$ cat config.mk
export PLATFORM = sky130hd
export DESIGN_NAME = joystick_debounce_autorepeat_core
export DESIGN_NICKNAME = d
export VERILOG_FILES = /design/src/jda_pkg.sv /design/src/jda_dir_filter.sv /design/src/jda_note_filter.sv /design/src/joystick_debounce_autorepeat_core.sv
export VERILOG_INCLUDE_DIRS = /design/src /design/src/src
export SDC_FILE = /design/constraint.sdc
export NUM_CORES = 1
export LEC_CHECK = 0
export ABC_AREA = 1
export ABC_CLOCK_PERIOD_IN_PS = 4300
export BUFFER_PORTS_ARGS = -buffer_cell sky130_fd_sc_hd__buf_2
export CAP_MARGIN = 40
export CORE_MARGIN = 4
export CORE_UTILIZATION = 32
export CTS_CLUSTER_SIZE = 40
export DETAILED_ROUTE_END_ITERATION = 7
export PLACE_DENSITY_LB_ADDON = 0.05
export SETUP_SLACK_MARGIN = 0.1
export SYNTH_ARGS = -nofsm -noshare
export SYNTH_HDL_FRONTEND = slang
export SYNTH_SLANG_ARGS = --single-unit
$ cat constraint.sdc
create_clock -name clk -period 4.3 [get_ports clk]
set_clock_uncertainty 0.05 [all_clocks]
set_input_delay 0.86 -clock clk [delete_from_list [all_inputs] [get_ports clk]]
set_output_delay 0.86 -clock clk [all_outputs]
set_load 0.1 [all_outputs]
$ cat src/joystick_debounce_autorepeat_core_assert.svh
// Assertion macros used by the joystick debounce top level.
// Needs nothing but a clock and an active-low reset at the place of use.
`ifndef JOYSTICK_DEBOUNCE_AUTOREPEAT_CORE_ASSERT_SVH
`define JOYSTICK_DEBOUNCE_AUTOREPEAT_CORE_ASSERT_SVH

// Same-cycle implication, disabled while in reset
`define JDA_ASSERT_SAME(name, clk, rst_n, pre, post) \
    name: assert property (@(posedge clk) disable iff (!rst_n) (pre) |-> (post)) \
        else $error("jda assertion failed");

// Next-cycle implication, disabled while in reset
`define JDA_ASSERT_NEXT(name, clk, rst_n, pre, post) \
    name: assert property (@(posedge clk) disable iff (!rst_n) (pre) |=> (post)) \
        else $error("jda assertion failed");

`endif

$ cat src/jda_pkg.sv
// Shared types and constants for the joystick debounce / auto-repeat core.
// No dependencies.
`default_nettype none

package jda_pkg;

    localparam int TIME_W    = 32;
    localparam int MS_W      = 16;
    localparam int DIR_W     = 3;
    localparam int NOTE_W    = 4;
    localparam int CFG_IDX_W = 3;

    // Direction codes
    localparam logic [DIR_W-1:0] DIR_CENTRE = 3'd0;
    localparam logic [DIR_W-1:0] DIR_UP     = 3'd1;
    localparam logic [DIR_W-1:0] DIR_DN     = 3'd2;
    localparam logic [DIR_W-1:0] DIR_RT     = 3'd4;

    // Note code for "no note"
    localparam logic [NOTE_W-1:0] NO_NOTE = 4'hF;

    // Event kinds
    localparam logic EV_PRESS = 1'b0;
    localparam logic EV_NOTE  = 1'b1;

    // Config register indexes
    localparam logic [CFG_IDX_W-1:0] CFG_DIR_STABLE  = 3'd0;
    localparam logic [CFG_IDX_W-1:0] CFG_NOTE_STABLE = 3'd1;
    localparam logic [CFG_IDX_W-1:0] CFG_REP_DELAY   = 3'd2;
    localparam logic [CFG_IDX_W-1:0] CFG_REP_INTERVAL = 3'd3;

    // Config reset values
    localparam logic [MS_W-1:0] RST_DIR_STABLE   = 16'd40;
    localparam logic [MS_W-1:0] RST_NOTE_STABLE  = 16'd40;
    localparam logic [MS_W-1:0] RST_REP_DELAY    = 16'd500;
    localparam logic [MS_W-1:0] RST_REP_INTERVAL = 16'd130;

    typedef struct packed {
        logic [MS_W-1:0] dir_stable;
        logic [MS_W-1:0] note_stable;
        logic [MS_W-1:0] repeat_delay;
        logic [MS_W-1:0] repeat_interval;
    } cfg_t;

    typedef struct packed {
        logic [TIME_W-1:0]       now_ms;
        logic                    record_mode;
        logic [DIR_W-1:0]        raw_direction;
        logic signed [NOTE_W-1:0] raw_note;
    } poll_t;

    typedef struct packed {
        logic                     valid;
        logic                     kind;
        logic [DIR_W-1:0]         dir;
        logic signed [NOTE_W-1:0] note;
    } event_t;

endpackage

`default_nettype wire

$ cat src/jda_dir_filter.sv
// Direction debounce and up/down auto-repeat state and logic.
// Depends on jda_pkg.
`default_nettype none

module jda_dir_filter (
    input  wire logic            clk,
    input  wire logic            rst_n,
    input  wire logic            step,
    input  wire jda_pkg::poll_t  poll,
    input  wire jda_pkg::cfg_t   cfg,
    output jda_pkg::event_t      evt
);
    import jda_pkg::*;

    logic [DIR_W-1:0]  held_reg, held_next;
    logic [DIR_W-1:0]  cand_reg, cand_next;
    logic [TIME_W-1:0] hold_start_reg, hold_start_next;
    logic [TIME_W-1:0] last_rep_reg, last_rep_next;
    logic [TIME_W-1:0] cand_start_reg, cand_start_next;

    logic [DIR_W-1:0]  dir;
    logic [TIME_W-1:0] start_eff;
    logic [TIME_W-1:0] cand_age;
    logic [TIME_W-1:0] hold_age;
    logic [TIME_W-1:0] rep_age;
    logic              is_vertical;

    // Out-of-range codes count as centre
    assign dir = (poll.raw_direction > DIR_RT) ? DIR_CENTRE : poll.raw_direction;
    assign start_eff = (dir != cand_reg) ? poll.now_ms : cand_start_reg;
    assign cand_age  = poll.now_ms - start_eff;
    assign hold_age  = poll.now_ms - hold_start_reg;
    assign rep_age   = poll.now_ms - last_rep_reg;
    assign is_vertical = (dir == DIR_UP) || (dir == DIR_DN);

    // Next state and press event
    always_comb
    begin
        held_next       = held_reg;
        cand_next       = cand_reg;
        hold_start_next = hold_start_reg;
        last_rep_next   = last_rep_reg;
        cand_start_next = cand_start_reg;
        evt.valid = 1'b0;
        evt.kind  = EV_PRESS;
        evt.dir   = dir;
        evt.note  = NO_NOTE;
        if (step && !poll.record_mode)
        begin
            if (dir == DIR_CENTRE)
            begin
                held_next       = DIR_CENTRE;
                cand_next       = DIR_CENTRE;
                hold_start_next = '0;
                last_rep_next   = '0;
                cand_start_next = '0;
            end
            else if (dir != held_reg)
            begin
                cand_next       = dir;
                cand_start_next = start_eff;
                if (cand_age >= {{(TIME_W-MS_W){1'b0}}, cfg.dir_stable})
                begin
                    held_next       = dir;
                    cand_next       = DIR_CENTRE;
                    hold_start_next = poll.now_ms;
                    last_rep_next   = poll.now_ms;
                    evt.valid       = 1'b1;
                end
            end
            else
            begin
                cand_next = DIR_CENTRE;
                if (is_vertical &&
                    hold_age >= {{(TIME_W-MS_W){1'b0}}, cfg.repeat_delay} &&
                    rep_age >= {{(TIME_W-MS_W){1'b0}}, cfg.repeat_interval})
                begin
                    last_rep_next = poll.now_ms;
                    evt.valid     = 1'b1;
                end
            end
        end
    end

    // State registers
    always_ff @(posedge clk or negedge rst_n)
    begin
        if (!rst_n)
        begin
            held_reg       <= DIR_CENTRE;
            cand_reg       <= DIR_CENTRE;
            hold_start_reg <= '0;
            last_rep_reg   <= '0;
            cand_start_reg <= '0;
        end
        else
        begin
            held_reg       <= held_next;
            cand_reg       <= cand_next;
            hold_start_reg <= hold_start_next;
            last_rep_reg   <= last_rep_next;
            cand_start_reg <= cand_start_next;
        end
    end

endmodule

`default_nettype wire

$ cat src/jda_note_filter.sv
// Note debounce state and logic for record mode.
// Depends on jda_pkg.
`default_nettype none

module jda_note_filter #(
    parameter int NOTE_COUNT = 8
) (
    input  wire logic            clk,
    input  wire logic            rst_n,
    input  wire logic            step,
    input  wire jda_pkg::poll_t  poll,
    input  wire jda_pkg::cfg_t   cfg,
    output jda_pkg::event_t      evt
);
    import jda_pkg::*;

    localparam logic [NOTE_W:0] NOTE_LIM = (NOTE_W+1)'(NOTE_COUNT);

    logic [NOTE_W-1:0] stable_reg, stable_next;
    logic [NOTE_W-1:0] cand_reg, cand_next;
    logic [TIME_W-1:0] cand_start_reg, cand_start_next;

    logic              note_ok;
    logic [NOTE_W-1:0] note;
    logic [TIME_W-1:0] start_eff;
    logic [TIME_W-1:0] cand_age;

    // Anything outside -1 .. NOTE_COUNT-1 reads as no note
    assign note_ok = (poll.raw_note == NO_NOTE) ||
                     (!poll.raw_note[NOTE_W-1] && ({1'b0, poll.raw_note} < NOTE_LIM));
    assign note      = note_ok ? poll.raw_note : NO_NOTE;
    assign start_eff = (note != cand_reg) ? poll.now_ms : cand_start_reg;
    assign cand_age  = poll.now_ms - start_eff;

    // Next state and note-change event
    always_comb
    begin
        stable_next     = stable_reg;
        cand_next       = cand_reg;
        cand_start_next = cand_start_reg;
        evt.valid = 1'b0;
        evt.kind  = EV_NOTE;
        evt.dir   = DIR_CENTRE;
        evt.note  = note;
        if (step)
        begin
            if (poll.record_mode)
            begin
                cand_next       = note;
                cand_start_next = start_eff;
                if (cand_age >= {{(TIME_W-MS_W){1'b0}}, cfg.note_stable} &&
                    note != stable_reg)
                begin
                    stable_next = note;
                    evt.valid   = 1'b1;
                end
            end
            else
            begin
                stable_next     = NO_NOTE;
                cand_next       = NO_NOTE;
                cand_start_next = '0;
            end
        end
    end

    // State registers
    always_ff @(posedge clk or negedge rst_n)
    begin
        if (!rst_n)
        begin
            stable_reg     <= NO_NOTE;
            cand_reg       <= NO_NOTE;
            cand_start_reg <= '0;
        end
        else
        begin
            stable_reg     <= stable_next;
            cand_reg       <= cand_next;
            cand_start_reg <= cand_start_next;
        end
    end

endmodule

`default_nettype wire

$ cat src/joystick_debounce_autorepeat_core.sv
// Top level: input register, config registers, filters and result register.
// Depends on jda_pkg, jda_dir_filter, jda_note_filter and the assert header.
`default_nettype none
`include "joystick_debounce_autorepeat_core_assert.svh"

// Joystick debounce with typematic repeat. One poll request is taken per clock;
// each poll sits in an input register, passes through one level of compare and
// subtract logic in the direction and note filters, and any event lands in the
// result register, which drives the outputs until the downstream side takes it.
// The sustained rate is one poll per cycle; it drops only while a waiting
// result is stalled downstream, since a poll is processed when the result
// register is free or being emptied.
// Config writes are always ready and take effect on the next poll; write only
// while no poll is in flight.

module joystick_debounce_autorepeat_core #(
    parameter int NOTE_COUNT = 8
) (
    input  wire logic                                clk,
    input  wire logic                                rst_n,
    // poll channel
    input  wire logic                                in_valid,
    output logic                                     in_stall,
    input  wire logic [jda_pkg::TIME_W-1:0]          now_ms,
    input  wire logic                                record_mode,
    input  wire logic [jda_pkg::DIR_W-1:0]           raw_direction,
    input  wire logic signed [jda_pkg::NOTE_W-1:0]   raw_note,
    // event channel
    output logic                                     out_valid,
    input  wire logic                                out_stall,
    output logic                                     event_kind,
    output logic [jda_pkg::DIR_W-1:0]                press_direction,
    output logic signed [jda_pkg::NOTE_W-1:0]        stable_note_out,
    // config write channel
    input  wire logic                                cfg_valid,
    output logic                                     cfg_ready,
    input  wire logic [jda_pkg::CFG_IDX_W-1:0]       cfg_index,
    input  wire logic [jda_pkg::MS_W-1:0]            cfg_data
);
    import jda_pkg::*;

    cfg_t   cfg_reg;
    logic   in_valid_reg;
    poll_t  poll_reg;
    logic   out_valid_reg;
    event_t out_reg;

    logic   process;
    event_t dir_evt;
    event_t note_evt;
    event_t evt;
    logic   out_is_press;

    // Config registers
    assign cfg_ready = 1'b1;

    always_ff @(posedge clk or negedge rst_n)
    begin
        if (!rst_n)
        begin
            cfg_reg.dir_stable      <= RST_DIR_STABLE;
            cfg_reg.note_stable     <= RST_NOTE_STABLE;
            cfg_reg.repeat_delay    <= RST_REP_DELAY;
            cfg_reg.repeat_interval <= RST_REP_INTERVAL;
        end
        else if (cfg_valid && cfg_ready)
        begin
            unique case (cfg_index)
                CFG_DIR_STABLE:   cfg_reg.dir_stable      <= cfg_data;
                CFG_NOTE_STABLE:  cfg_reg.note_stable     <= cfg_data;
                CFG_REP_DELAY:    cfg_reg.repeat_delay    <= cfg_data;
                CFG_REP_INTERVAL: cfg_reg.repeat_interval <= cfg_data;
                default:          ;
            endcase
        end
    end

    // Handshake: a held poll is processed unless a result is stuck downstream
    assign process  = in_valid_reg && !(out_valid_reg && out_stall);
    assign in_stall = in_valid_reg && !process;

    // Input register
    always_ff @(posedge clk or negedge rst_n)
    begin
        if (!rst_n)
            in_valid_reg <= 1'b0;
        else if (!in_stall)
            in_valid_reg <= in_valid;
    end

    always_ff @(posedge clk)
    begin
        if (in_valid && !in_stall)
        begin
            poll_reg.now_ms        <= now_ms;
            poll_reg.record_mode   <= record_mode;
            poll_reg.raw_direction <= raw_direction;
            poll_reg.raw_note      <= raw_note;
        end
    end

    // Filters
    jda_dir_filter u_dir (
        .clk   (clk),
        .rst_n (rst_n),
        .step  (process),
        .poll  (poll_reg),
        .cfg   (cfg_reg),
        .evt   (dir_evt)
    );

    jda_note_filter #(
        .NOTE_COUNT (NOTE_COUNT)
    ) u_note (
        .clk   (clk),
        .rst_n (rst_n),
        .step  (process),
        .poll  (poll_reg),
        .cfg   (cfg_reg),
        .evt   (note_evt)
    );

    assign evt = poll_reg.record_mode ? note_evt : dir_evt;

    // Result register
    always_ff @(posedge clk or negedge rst_n)
    begin
        if (!rst_n)
            out_valid_reg <= 1'b0;
        else if (process && evt.valid)
            out_valid_reg <= 1'b1;
        else if (!out_stall)
            out_valid_reg <= 1'b0;
    end

    always_ff @(posedge clk)
    begin
        if (process && evt.valid)
            out_reg <= evt;
    end

    assign out_valid       = out_valid_reg;
    assign event_kind      = out_reg.kind;
    assign press_direction = out_reg.dir;
    assign stable_note_out = out_reg.note;

    assign out_is_press = out_valid_reg && (out_reg.kind == EV_PRESS);

    // Checks
    `JDA_ASSERT_SAME(a_no_overwrite, clk, rst_n, process, !(out_valid_reg && out_stall))
    `JDA_ASSERT_SAME(a_stall_needs_item, clk, rst_n, in_stall, in_valid_reg)
    `JDA_ASSERT_NEXT(a_event_captured, clk, rst_n, process && evt.valid, out_valid_reg)
    `JDA_ASSERT_SAME(a_press_has_dir, clk, rst_n, out_is_press, out_reg.dir != DIR_CENTRE)

endmodule

`default_nettype wire

-- Yosys cells after proc, flatten, opt, wreduce, memory -nomap -nowiden
Index checks and enable logic that the tools add are counted.
- register bits after elaboration: 256
- input bits: 64
- output and inout bits: 11
- add/subtract/negate cells: 4
- magnitude comparators: 6
- equality and inequality tests: 13
- mux-type cells: 32
- reduce and logical (&&, ||, !) cells: 30
- operators by type and width (kind ; number):
    $mux W32 ; 11
    $ge A32 B16 Y1 ; 4
    $sub A32 B32 Y32 ; 4
    $mux W3 ; 7
    $mux W4 ; 4
    $reduce_and A2 Y1 ; 6
    $logic_and A1 B1 Y1 ; 10
    $eq A3 B2 Y1 const B ; 3
    $mux W1 ; 9
    $mux W9 ; 1
    $ne A4 B4 Y1 ; 2
    $eq A3 B1 Y1 const B ; 2
    $logic_not A3 Y1 ; 2
    $ne A3 B3 Y1 ; 2
    $reduce_and A3 Y1 ; 2
    $logic_not A1 Y1 ; 5
    $eq A4 B4 Y1 const B ; 1
    $lt A4 B4 Y1 const B ; 1
    $ne A2 B1 Y1 const B ; 2
    $reduce_bool A2 Y1 ; 2
    $gt A3 B3 Y1 const B ; 1
    $ne A3 B2 Y1 const B ; 1
    $reduce_bool A3 Y1 ; 1
    $logic_or A1 B1 Y1 ; 2

-- Longest topological paths before layout
Gate-level depths: netlist of run 1.
- depth after elaboration: 14
- mapped depth: 34
- depth with buffers taken out: 32

-- Modules after synthesis
Synthesis of run 1 repeated with hierarchy kept, for this count alone.
- cell total of the unflattened synthesis: 3536
- area, all modules: 22531.6 sq um
- by module, submodules not included (module ; times used ; cells an instance ; area each (sq um)):
    jda_dir_filter ; 1 ; 2343 ; 13327.8
    jda_note_filter ; 1 ; 817 ; 4914.7
    joystick_debounce_autorepeat_core ; 1 ; 376 ; 4289.1

-- Worst setup path after synthesis of run 1
Ideal clock, no wire load.
- path kind: register -> register
- start point: register poll_reg[3] in the netlist's numbering
- end point: register out_reg (netlist bit event_kind), enable pin
- setup time: 0.273 ns
- arrival: 4.407 ns
- required time: 3.977 ns
- setup slack: -0.429 ns
- stages on the path, launching flop included: 31
- buffers on the path: 2
- period minus slack after synthesis: 4.729 ns
- cells stage by stage: edfxtp_1 -> nor2_1 -> nor2_1 -> nor3_1 -> and2_1 -> clkbuf_1 -> clkbuf_1 -> nand2_1 -> o21ai_0 -> ha_1 -> a21oi_1 -> nand2_1 -> nand2_1 -> nand2_1 -> nand2_1 -> nand2_1 -> a21o_1 -> xor2_1 -> ha_1 -> a21oi_1 -> nor2_1 -> a211oi_1 -> nand2_1 -> nor2_1 -> nand4_1 -> nor2_1 -> nand2_1 -> nand2_1 -> nand2_1 -> nand2_1 -> inv_1
- cells in the longest elaborated chain, start to end: 13
- elaborated cells on any way between the ends: 16
- classes of those cells: add/sub (1); order compare (2); eq/ne (3); mux (5); reduce/logical (5)
- ends and longest elaborated chain (item ; line ; RTL):
    from (decl) ; joystick_debounce_autorepeat_core.sv:44 ; poll_t poll_reg;
    $lt A4 B4 Y1 / $logic_not A1 Y1 (equally long branches) ; jda_note_filter.sv:30 ; (!poll.raw_note[NOTE_W-1] && ({1'b0, poll.raw_note} < NOTE_LIM));
    $logic_and A1 B1 Y1 ; jda_note_filter.sv:30 ;
    $logic_or A1 B1 Y1 ; jda_note_filter.sv:29 ; assign note_ok = (poll.raw_note == NO_NOTE) ||
    $mux W4 (*) ; jda_note_filter.sv:31 ; assign note = note_ok ? poll.raw_note : NO_NOTE;
    $ne A4 B4 Y1 ; jda_note_filter.sv:32 ; assign start_eff = (note != cand_reg) ? poll.now_ms : cand_start_reg;
    $mux W32 ; jda_note_filter.sv:32 ;
    $sub A32 B32 Y32 ; jda_note_filter.sv:33 ; assign cand_age = poll.now_ms - start_eff;
    $ge A32 B16 Y1 ; jda_note_filter.sv:51 ; if (cand_age >= {{(TIME_W-MS_W){1'b0}}, cfg.note_stable} &&
    $logic_and A1 B1 Y1 (*) ; jda_note_filter.sv:51 ;
    $mux W1 (*) ; jda_note_filter.sv:51 ;
    $mux W1 (*) ; jda_note_filter.sv:45 ; if (step)
    $mux W9 (*) ; joystick_debounce_autorepeat_core.sv:123 ; assign evt = poll_reg.record_mode ? note_evt : dir_evt;
    $logic_and A1 B1 Y1 (*) ; joystick_debounce_autorepeat_core.sv:138 ; if (process && evt.valid)
    to (signal assigned) ; joystick_debounce_autorepeat_core.sv:139 ; out_reg <= evt;
    to (decl) ; joystick_debounce_autorepeat_core.sv:46 ; event_t out_reg;
Mark *: on every way between the ends. The rest lies on a longest branch, timed or not.
A chain may end at the register's enable or synchronous reset.

-- Worst setup path after layout of run 1
- start point: register poll_reg[5] in the netlist's numbering
- end point: register u_dir.last_rep_reg[18]
- cells in the longest elaborated chain, start to end: 8
- elaborated cells on any way between the ends: 18
- classes of those cells: add/sub (1); order compare (2); eq/ne (5); mux (4); reduce/logical (6)
- ends and longest elaborated chain (item ; line ; RTL):
    $gt A3 B3 Y1 ; jda_dir_filter.sv:29 ; assign dir = (poll.raw_direction > DIR_RT) ? DIR_CENTRE : poll.raw_direction;
    $mux W3 (*) ; jda_dir_filter.sv:29 ;
    $ne A3 B3 Y1, or another cell as far along ; jda_dir_filter.sv:30 ; assign start_eff = (dir != cand_reg) ? poll.now_ms : cand_start_reg;
    $mux W32 / $logic_or A1 B1 Y1 (equally long branches) ; jda_dir_filter.sv:30, jda_dir_filter.sv:34 ;
    $sub A32 B32 Y32 / $logic_and A1 B1 Y1 (equally long branches) ; jda_dir_filter.sv:31, jda_dir_filter.sv:74 ;
    $ge A32 B16 Y1 / $logic_and A1 B1 Y1 (equally long branches) ; jda_dir_filter.sv:62, jda_dir_filter.sv:75 ;
    $ne A3 B2 Y1 (no line) / $reduce_bool A3 Y1 (equally long branches) ; -- ;
    $reduce_and A3 Y1 (no line) ; -- ;
    to (signal assigned) ; jda_dir_filter.sv:101 ; last_rep_reg <= last_rep_next;
    to (decl) ; jda_dir_filter.sv:18 ; logic [TIME_W-1:0] last_rep_reg, last_rep_next;
Marks and branches as above.

==> impl_metrics.toml, run 1 <==
[run_status]
status = "finished, violations left"
violations = "negative setup slack"

[cts]
ctsHoldBuffers = 0
cts_buffers = 34
cts_buffer_depth = 3
clk_latency_ns = 0.55
clkTransAtPathRegs_ns = 0.06
cts_sinks = 256
cts_tree = "built"
cts_max_level = 2
root_buffer = "clkbuf_16"

[critical_path]
crit_type = "reg2reg"
crit_arrival_ns = 5.13
path_max_fanout = 8
max_stage_delay_ns = 0.44
start_kind = "flop"
cp_common_cell = "nand2_1"
cp_data_required_time_ns = 4.72
crit_slowest_cell = "edfxtp_1"
endpoint_kind = "flop"

[drt]
dr.pass1.iters = 5
drc = 0
routed_wl_mm = 78.2
vias = 21200
antenna_left = 0
drt_iter0_drc = 1039
routedWlPerCell_um = 17.6
vias_per_cell = 4.78

[timing]
tns_ns = -30.21
slew_headroom = 0.419
period_needed_ns = 4.71
rsz0062_at_grt = "true"
setup_viol_count_final = 83
tightest_slew_ns = 0.872
fmax_ghz = 0.212
hold_violations = 0
maxSlewViolCount = 0
layout_setup_ws_ns = -0.407
final.period_utilization = 1.09

[synthesis]
synth_seq_area_share = 0.322
synth_edf_count = 48
synthTopCellsByArea = "dfrtp_1, nand2_1, ha_1"
syn-num-nets = 3348
ys.warnings.count = 0
netlist_area_um2 = 20700
syn_avg_cell_area_um2 = 6.70
synth_cells = 3092
synthArstFlopShare = 0.813
yosys.area.top_type_share = 0.227
synth_top_area_cell = "dfrtp_1"
synthFlopType = "dfrtp_1"
ys_types = 48
synth-seq-cells = 256

[die]
die_area_um2 = 68900
die_x_um = 262
core_um2 = 64200
num_rows = 93
pin_count = 75
die_h_um = 262
start_util = 0.323

[finish]
multi_input_area_um2 = 12600
final_core_util = 0.431
n_antenna_cell = 0
regArea_um2 = 6670
largest_register_ffs = 64
fill_cells = 6816
final_layout_size_suffix_gt1_frac = 0.210
area_growth_pct = 33.7
nets = 3807

[grt]
grt_overflow_total = 0
antenna_found_initial = 5
grt_pass1_wl_mm = 120
grt_max_degree = 102
grt_usage = 0.220
grt_pass1_vias = 21700

[place]
gp_congestion = 0.937
place_ws_ns = -0.793
port_buffers = 73
dp_hpwl_mm = 61.9

[flow_run]
maxCapViolations = 0

[power_and_ir_drop]
powerDensity_nw_per_um2 = 740
p_leak_nw = 14.5
peakVddDrop_uv = 305
total_power_mw = 20.5

[worst_hold_path]
hp-class = "in2async"
==> critical path: cells and delay by family, from the launching register on <==
family          cells  cell delay [ns]
fa+ha+maj           2             0.54
flops               1             0.44
simple gates       17             1.62
compound gates      5             0.74
xor+xnor            2             0.39
buf+inv             6             0.85
==> Yosys cell counts (33+ instances only) <==
| cell | instances |
|---|---|
| nand2_1 | 936 |
| inv_1 | 533 |
| nor2_1 | 301 |
| o21ai_0 | 189 |
| dfrtp_1 | 188 |
| ha_1 | 188 |
| a21oi_1 | 175 |
| nand3_1 | 131 |
| xor2_1 | 68 |
| o22ai_1 | 61 |
| nand4_1 | 60 |
| edfxtp_1 | 48 |
| clkbuf_1 | 44 |
| nor3_1 | 33 |
==> kinds of logic (layout without fill, tap and decap cells) <==
logic type      Yosys count  count (layout)  synth area share
flops                   256             256             0.322
fa+ha+maj               192             192             0.117
other cells               1               1          0.000181
xor+xnor                 75              75            0.0317
simple gates           1503            1504             0.296
compound gates          467             467             0.121
buf+inv                 598            1082             0.111
==> path summary, 6_finish.rpt <==
check,from,to,slack (ns),cells after the start
worst max-delay path,poll_reg[5],u_dir.last_rep_reg[18],-0.41,32
worst min-delay path,rst_n,cfg_reg[39],0.28,1
worst max register to register,poll_reg[5],u_dir.last_rep_reg[18],-0.41,32
worst min register to register,u_dir.last_rep_reg[19],u_dir.last_rep_reg[19],0.42,2
max in group asynchronous,rst_n,u_dir.cand_start_reg[29],2.81,2
min in group clk,u_dir.last_rep_reg[19],u_dir.last_rep_reg[19],0.42,2
==> placed cells by master (no fill, tap or decap), types with 24 or more instances in the layout <==
cell       netlist  routed
o21ai_0        189     150
nand4_1         60      60
nand3_1        131     122
buf_4            8     361
dfrtp_1        188     188
clkbuf_16        0      41
a21oi_1        175     153
o22ai_1         61      61
buf_2            5      72
inv_1          533     528
o21ai_1          3      24
ha_1           188     176
xor2_1          68      65
nand2_1        936     870
nor2_1         301     278
edfxtp_1        48      48
nor3_1          33      30
nand2_2          4      57
==> routing by layer <==
layer / global-route usage / part of all wire / vias to the layer above
li1: - / - / 10800
met1: 0.278 / 0.44 / 9881
met2: 0.383 / 0.48 / 346
met3: 0.0278 / 0.036 / 150
met4: 0.0857 / 0.044 / 0
met5: 0 / 0 / -
==> final cells by class <==
type / count / area share
clock buffers: 38 / 0.0343
clock inverters: 24 / 0.00926
well taps: 855 / 0.0386
inverters: 535 / 0.0727
repair buffers: 485 / 0.149
flip-flops and latches: 256 / 0.241
multi-input cells: 2239 / 0.456
==> repair_timing <==
item | CTS | global route
pin swaps | 64 | 41
endpoints found under the setup margin | 83 | 83
resized for setup | 189 | 64
cloned | 15 | 4
buffers inserted | 40 | 11
==> where the power goes <==
group / switching [mW] / total [mW] / internal (mW)
Combinational: 7.89 / 13.7 / 5.79
Sequential: 0.447 / 3.74 / 3.29
Clock: 1.18 / 3.08 / 1.90
Total: 9.52 / 20.5 / 11.0
==> metrics by stage <==
stage / cells / hold WS [ns] / cell area [µm²]
2_1_floorplan: 3092 / 0.392 / 20900
3_3_place_gp: 4296 / 0.406 / 24600
3_5_place_dp: 4301 / 0.411 / 24700
4_1_cts: 4417 / 0.321 / 27300
5_1_grt: 4432 / 0.338 / 27700
6_report: 4432 / 0.280 / 27700
(Power assumes the default switching activity.)
==> run 2, diff against run 1 <==
--- a/config.mk
+++ b/config.mk
@@ -11,7 +11,7 @@
 export BUFFER_PORTS_ARGS = -buffer_cell sky130_fd_sc_hd__buf_2
 export CAP_MARGIN = 40
 export CORE_MARGIN = 4
-export CORE_UTILIZATION = 32
+export CORE_UTILIZATION = 25
 export CTS_CLUSTER_SIZE = 40
 export DETAILED_ROUTE_END_ITERATION = 7
 export PLACE_DENSITY_LB_ADDON = 0.05
==> run 2 against run 1 <==
  * The run still ends with negative setup slack left
  * Maximum frequency down 1.5%
  * First-iteration DRC count decreased by 15%
  * Global-route usage fell by 2.8 points
  * Combinational power rose by 7%
  * Clock power is essentially flat
  * Setup slack got worse by 0.072 ns
  * Core utilization down 7.6 points
  * Sequential share of layout area decreased by 1.2 points
  * Total power is 5.0% higher
  * Die area increased by 27%
  * Sequential cell count stayed put
  * Critical path type unchanged
  * Largest cell class unchanged
==> impl_metrics.toml, run 2 (same netlist as run 1, synthesis figures left out) <==
[flow_run]
maxCapViolations = 0

[place]
dpl.cell_count = 4609
dp_hpwl_mm = 67.6
placed_cell_area_um2 = 25600
port_buffers = 73
gp_congestion = 0.906

[die]
num_rows = 105
die_h_um = 296
start_util = 0.252
die_x_um = 296
die_area_um2 = 87500
core_um2 = 82100
pin_count = 75

[cts]
cts_tree = "built"
cts_buffer_depth = 3
cts_max_level = 2
cts_buffers = 38
root_buffer = "clkbuf_16"
clk_latency_ns = 0.56
clkTransAtPathRegs_ns = 0.06
cts_sinks = 256

[critical_path]
crit_type = "reg2reg"
start_kind = "flop"
cp_data_required_time_ns = 4.69
endpoint_kind = "flop"
path_max_fanout = 6
crit_arrival_ns = 5.17
cp_common_cell = "buf_4"
max_stage_delay_ns = 0.43
crit_slowest_cell = "edfxtp_1"

[finish]
finalInstanceArea_um2 = 29100
largest_register_ffs = 64
final_core_util = 0.355
layout.cells.most_common = "nand2_1"
fin_cells = 4759
final_layout_size_suffix_gt1_frac = 0.257
final_cell_mix = "nand2_1, inv_1, buf_4, nor2_1, dfrtp_1"
nets = 3914
area_growth_pct = 40.7

[drt]
drc = 0
routed_wl_mm = 84.6
antenna_left = 0
wl_met2_mm = 42.7
topRoutingLayerUsed = "met4"
vias_per_cell = 4.52
m1WireLength_mm = 38.5
vias = 21500
dr.pass1.iters = 5
drt_iter0_drc = 878
routedWlPerCell_um = 17.8
met3_length_mm = 1.57

[grt]
grt_pass1_wl_mm = 128
grt_max_degree = 88
grt_pass1_vias = 22100
antenna_found_initial = 3
grt_overflow_total = 0
grt_usage = 0.192

[run_status]
violations = "negative setup slack"
status = "finished, violations left"

[timing]
holdWs_ns = 0.181
tightest_slew_ns = 0.786
maxSlewViolCount = 0
final.period_utilization = 1.11
hold_violations = 0
layout_setup_ws_ns = -0.478
setup_viol_count_final = 83
fmax_ghz = 0.209
rsz0062_at_grt = "true"
period_needed_ns = 4.78
slew_headroom = 0.476

[worst_hold_path]
hp-class = "in2async"

[power_and_ir_drop]
powerDensity_nw_per_um2 = 739
total_power_mw = 21.5
p_leak_nw = 15.0
peakVddDrop_uv = 273
[run 2: worst paths after layout]
path,from,end,slack [ns],cells past startpoint
setup / recovery,poll_reg[5],u_dir.hold_start_reg[13],-0.48,32
hold / removal,rst_n,cfg_reg[39],0.18,1
setup reg to reg,poll_reg[5],u_dir.hold_start_reg[13],-0.48,32
hold reg to reg,u_dir.last_rep_reg[9],u_dir.last_rep_reg[9],0.42,2
max in group asynchronous,rst_n,cfg_reg[9],2.94,2
min in group clk,now_ms[14],poll_reg[22],0.42,1
[run 2: report_power, final]
group          switching [mW]  internal, mW  leakage [nW]
clock                    1.26          1.83         0.600
sequential              0.447          3.29          3.05
combinational            8.31          6.39          11.3
total                    10.0          11.5          15.0
[run 2: metrics by stage]
stage	worst slack, ns	TNS (ns)
3_5_place_dp	-1.23	-57.92
5_1_grt	-0.765	-57.74
6_report	-0.478	-31.60
4_1_cts	-0.565	-38.17
3_3_place_gp	-1.22	-54.71
2_1_floorplan	0.0130	0
[run 2: worst max-delay path: cells and delay by family (launching register included)]
| kind | cells | cell delay (ns) |
|---|---|---|
| XOR/XNOR | 1 | 0.20 |
| AO/OA/AOI/OAI | 4 | 0.54 |
| flip-flops | 1 | 0.43 |
| AND/OR/NAND/NOR | 14 | 1.54 |
| adder cells (fa/ha/maj) | 2 | 0.54 |
| buffers and inverters | 11 | 1.35 |
[run 2: timing repair]
action | 4_1_cts | 5_1_grt
setup buffers | 29 | 38
resized for setup | 187 | 202
cloned | 10 | 3
setup endpoints to repair | 83 | 83
pin swaps | 77 | 87
hold endpoints to repair | 0 | 0
hold buffers | 0 | 0
[run 2: final cells by class]
cell class / count / area [µm²]
Antenna cell: 1 / 2.50
Clock inverter: 21 / 185
Tap cell: 1070 / 1340
Fill cell: 8829 / 53000
Inverter: 535 / 2020
Clock buffer: 49 / 1030
Multi-Input combinational cell: 2239 / 13200
Sequential cell: 256 / 6670
Timing Repair Buffer: 588 / 4730
[run 2: layer usage]
layer  up-vias  GRT usage
met1     10200      0.246
met5         -          0
met3        94     0.0149
met4         0     0.0439
li1      11000          -
met2       224      0.351
==> run 3, diff against run 2 <==
--- a/config.mk
+++ b/config.mk
@@ -7,7 +7,7 @@
 export NUM_CORES = 1
 export LEC_CHECK = 0
 export ABC_AREA = 1
-export ABC_CLOCK_PERIOD_IN_PS = 4300
+export ABC_CLOCK_PERIOD_IN_PS = 5850
 export BUFFER_PORTS_ARGS = -buffer_cell sky130_fd_sc_hd__buf_2
 export CAP_MARGIN = 40
 export CORE_MARGIN = 4
==> constraint.sdc (replaced) <==
create_clock -name clk -period 5.85 [get_ports clk]
set_clock_uncertainty 0.05 [all_clocks]
set_input_delay 1.17 -clock clk [delete_from_list [all_inputs] [get_ports clk]]
set_output_delay 1.17 -clock clk [all_outputs]
set_load 0.1 [all_outputs]
==> run 3 against run 2 <==
  * The flow now finishes without violations
  * Die area did not move
  * Cell count fell by 9.7%
  * Sequential share of layout area rose by 4.8 points
  * Via count fell by 8.1%
  * Setup slack improved by 0.84 ns
  * Design area fell by 17%
  * Critical path type unchanged
  * Largest cell class unchanged
  * Largest power group unchanged
==> impl_metrics.toml, run 3 (same netlist as run 1, synthesis figures left out) <==
[timing]
period_needed_ns = 5.49
layout_setup_ws_ns = 0.360
hold_violations = 0
tightest_slew_ns = 0.977
holdWs_ns = 0.417
slew_headroom = 0.349
fmax_ghz = 0.182
setup_viol_count_final = 0
final.period_utilization = 0.938
rsz0062_at_grt = "false"
maxSlewViolCount = 0

[grt]
grt_usage = 0.181
antenna_found_initial = 8
grt_pass1_wl_mm = 120
grt_max_degree = 85
grt_pass1_vias = 19900
grt_overflow_total = 0

[finish]
final_layout_size_suffix_gt1_frac = 0.0760
nets = 3451
area_growth_pct = 16.1
fill_cells = 9089
fin_cells = 4295
final_cell_mix = "nand2_1, inv_1, nor2_1, ha_1, dfrtp_1"
largest_register_ffs = 64
finalInstanceArea_um2 = 24100
layout.cells.most_common = "nand2_1"
n_antenna_cell = 0

[critical_path]
path_max_fanout = 32
critical_path_buf_inv_count = 3
crit_slowest_cell = "edfxtp_1"
path_delay_family = "simple AND/OR/NAND/NOR gates"
endpoint_kind = "flop"
cp_data_required_time_ns = 6.27
crit_arrival_ns = 5.91
crit_type = "reg2reg"
cp_common_cell = "nand2_1"
r2r_start = "poll_reg[4]"
cp-startpoint = "poll_reg[4]"
start_kind = "flop"
max_stage_delay_ns = 0.45

[worst_hold_path]
hp-start = "u_dir.last_rep_reg[16]"
hp-class = "reg2reg"

[die]
pin_count = 75
die_area_um2 = 87500
core_um2 = 82100
die_x_um = 296
die_h_um = 296
start_util = 0.252
num_rows = 105

[place]
port_buffers = 73
placed_cell_area_um2 = 22500
dpl.cell_count = 4209
gp_congestion = 0.862
dp_hpwl_mm = 64.6
place_ws_ns = -0.185

[cts]
cts_tree = "built"
cts_buffer_depth = 3
clkTransAtPathRegs_ns = 0.06
clk_latency_ns = 0.59
cts_sinks = 256
root_buffer = "clkbuf_16"
cts_buffers = 38
cts_max_level = 2

[drt]
dr.pass1.iters = 5
vias_per_cell = 4.60
drc = 0
routedWlPerCell_um = 18.5
drt_iter0_drc = 1169
routed_wl_mm = 79.6
vias = 19800
antenna_left = 0

[power_and_ir_drop]
p_sw_mw = 6.53
peakVddDrop_uv = 235
p_sw_frac = 0.498
p_leak_nw = 12.4
powerDensity_nw_per_um2 = 545
p_int_mw = 6.59
total_power_mw = 13.1
p_clk_frac = 0.180
share_comb_of_total_power = 0.611
seqPwrFrac = 0.209

[run_status]
status = "finished, final reports clean"

[flow_run]
maxCapViolations = 0
-- run 3: changes by cell type in the layout (fill, tap and decap cells not counted), moves of 19 or more --
cell	before	now
buf_4	468	42
a21oi_1	118	173
nand2_1	878	933
nor2_1	246	295
a21oi_2	52	4
nand2_2	49	6
o21ai_0	147	185
nor2_4	40	3
o21ai_2	25	4
ha_1	169	188
-- run 3: final timing paths --
check / to / slack, ns / depth (start not counted)
worst min register to register: u_dir.last_rep_reg[16] / 0.42 / 2
max in group asynchronous: u_dir.cand_start_reg[24] / 4.02 / 2
min in group asynchronous: cfg_reg[19] / 0.53 / 1
worst max-delay path: u_dir.last_rep_reg[8] / 0.36 / 29
worst max register to register: u_dir.last_rep_reg[8] / 0.36 / 29
worst min-delay path: u_dir.last_rep_reg[16] / 0.42 / 2
-- run 3: metrics by stage --
| step | setup TNS, ns | utilization |
|---|---|---|
| 4_1_cts | 0 | 0.290 |
| 3_5_place_dp | -4.57 | 0.274 |
| 2_1_floorplan | 0 | - |
| 5_1_grt | 0 | 0.293 |
| 6_report | 0 | 0.293 |
| 3_3_place_gp | -4.87 | 0.274 |
-- run 3: layout make-up --
| class | count | area, µm² | share of cell area |
|---|---|---|---|
| tap | 1070 | 1340 | 0.0557 |
| inverter | 535 | 2010 | 0.0835 |
| timing repair buffer | 126 | 908 | 0.0378 |
| clock buffer | 53 | 1060 | 0.0440 |
| clock inverter | 17 | 214 | 0.00889 |
| sequential | 256 | 6670 | 0.277 |
| multi-input combinational | 2238 | 11900 | 0.493 |
-- run 3: per-layer routing --
metal	GRT usage	wire length [µm]	up-vias
met2	0.322	38700	304
met5	0	0	-
met3	0.0192	2350	100
met1	0.234	36400	9265
met4	0.0483	2080	0
li1	-	-	10100
-- run 3: worst register-to-register path, delay by kind of cell (launching register included) --
kind / cells / cell delay, ns
XOR/XNOR: 2 / 0.34
AND/OR/NAND/NOR: 19 / 2.77
adder cells (fa/ha/maj): 2 / 0.69
flip-flops: 1 / 0.45
buffers and inverters: 3 / 0.55
AO/OA/AOI/OAI: 3 / 0.53
-- run 3: power by group through the flow --
stage               clock network (mW)  registers (mW)  logic [mW]
floorplan                            0            2.75        5.61
global placement                     0            2.77        7.94
detailed placement                   0            2.77        7.98
CTS                               2.46            2.74        8.05
global route                      2.53            2.80        9.24
finish                            2.36            2.74        8.02
-- run 3: timing repair --
item / CTS / global route
endpoints found under the setup margin: 59 / 78
setup buffers: 0 / 14
pin swaps: 0 / 9
endpoints found under the hold margin: 0 / 0
gates resized for setup: 7 / 25
cloned: 1 / 1
hold buffers: 0 / 0
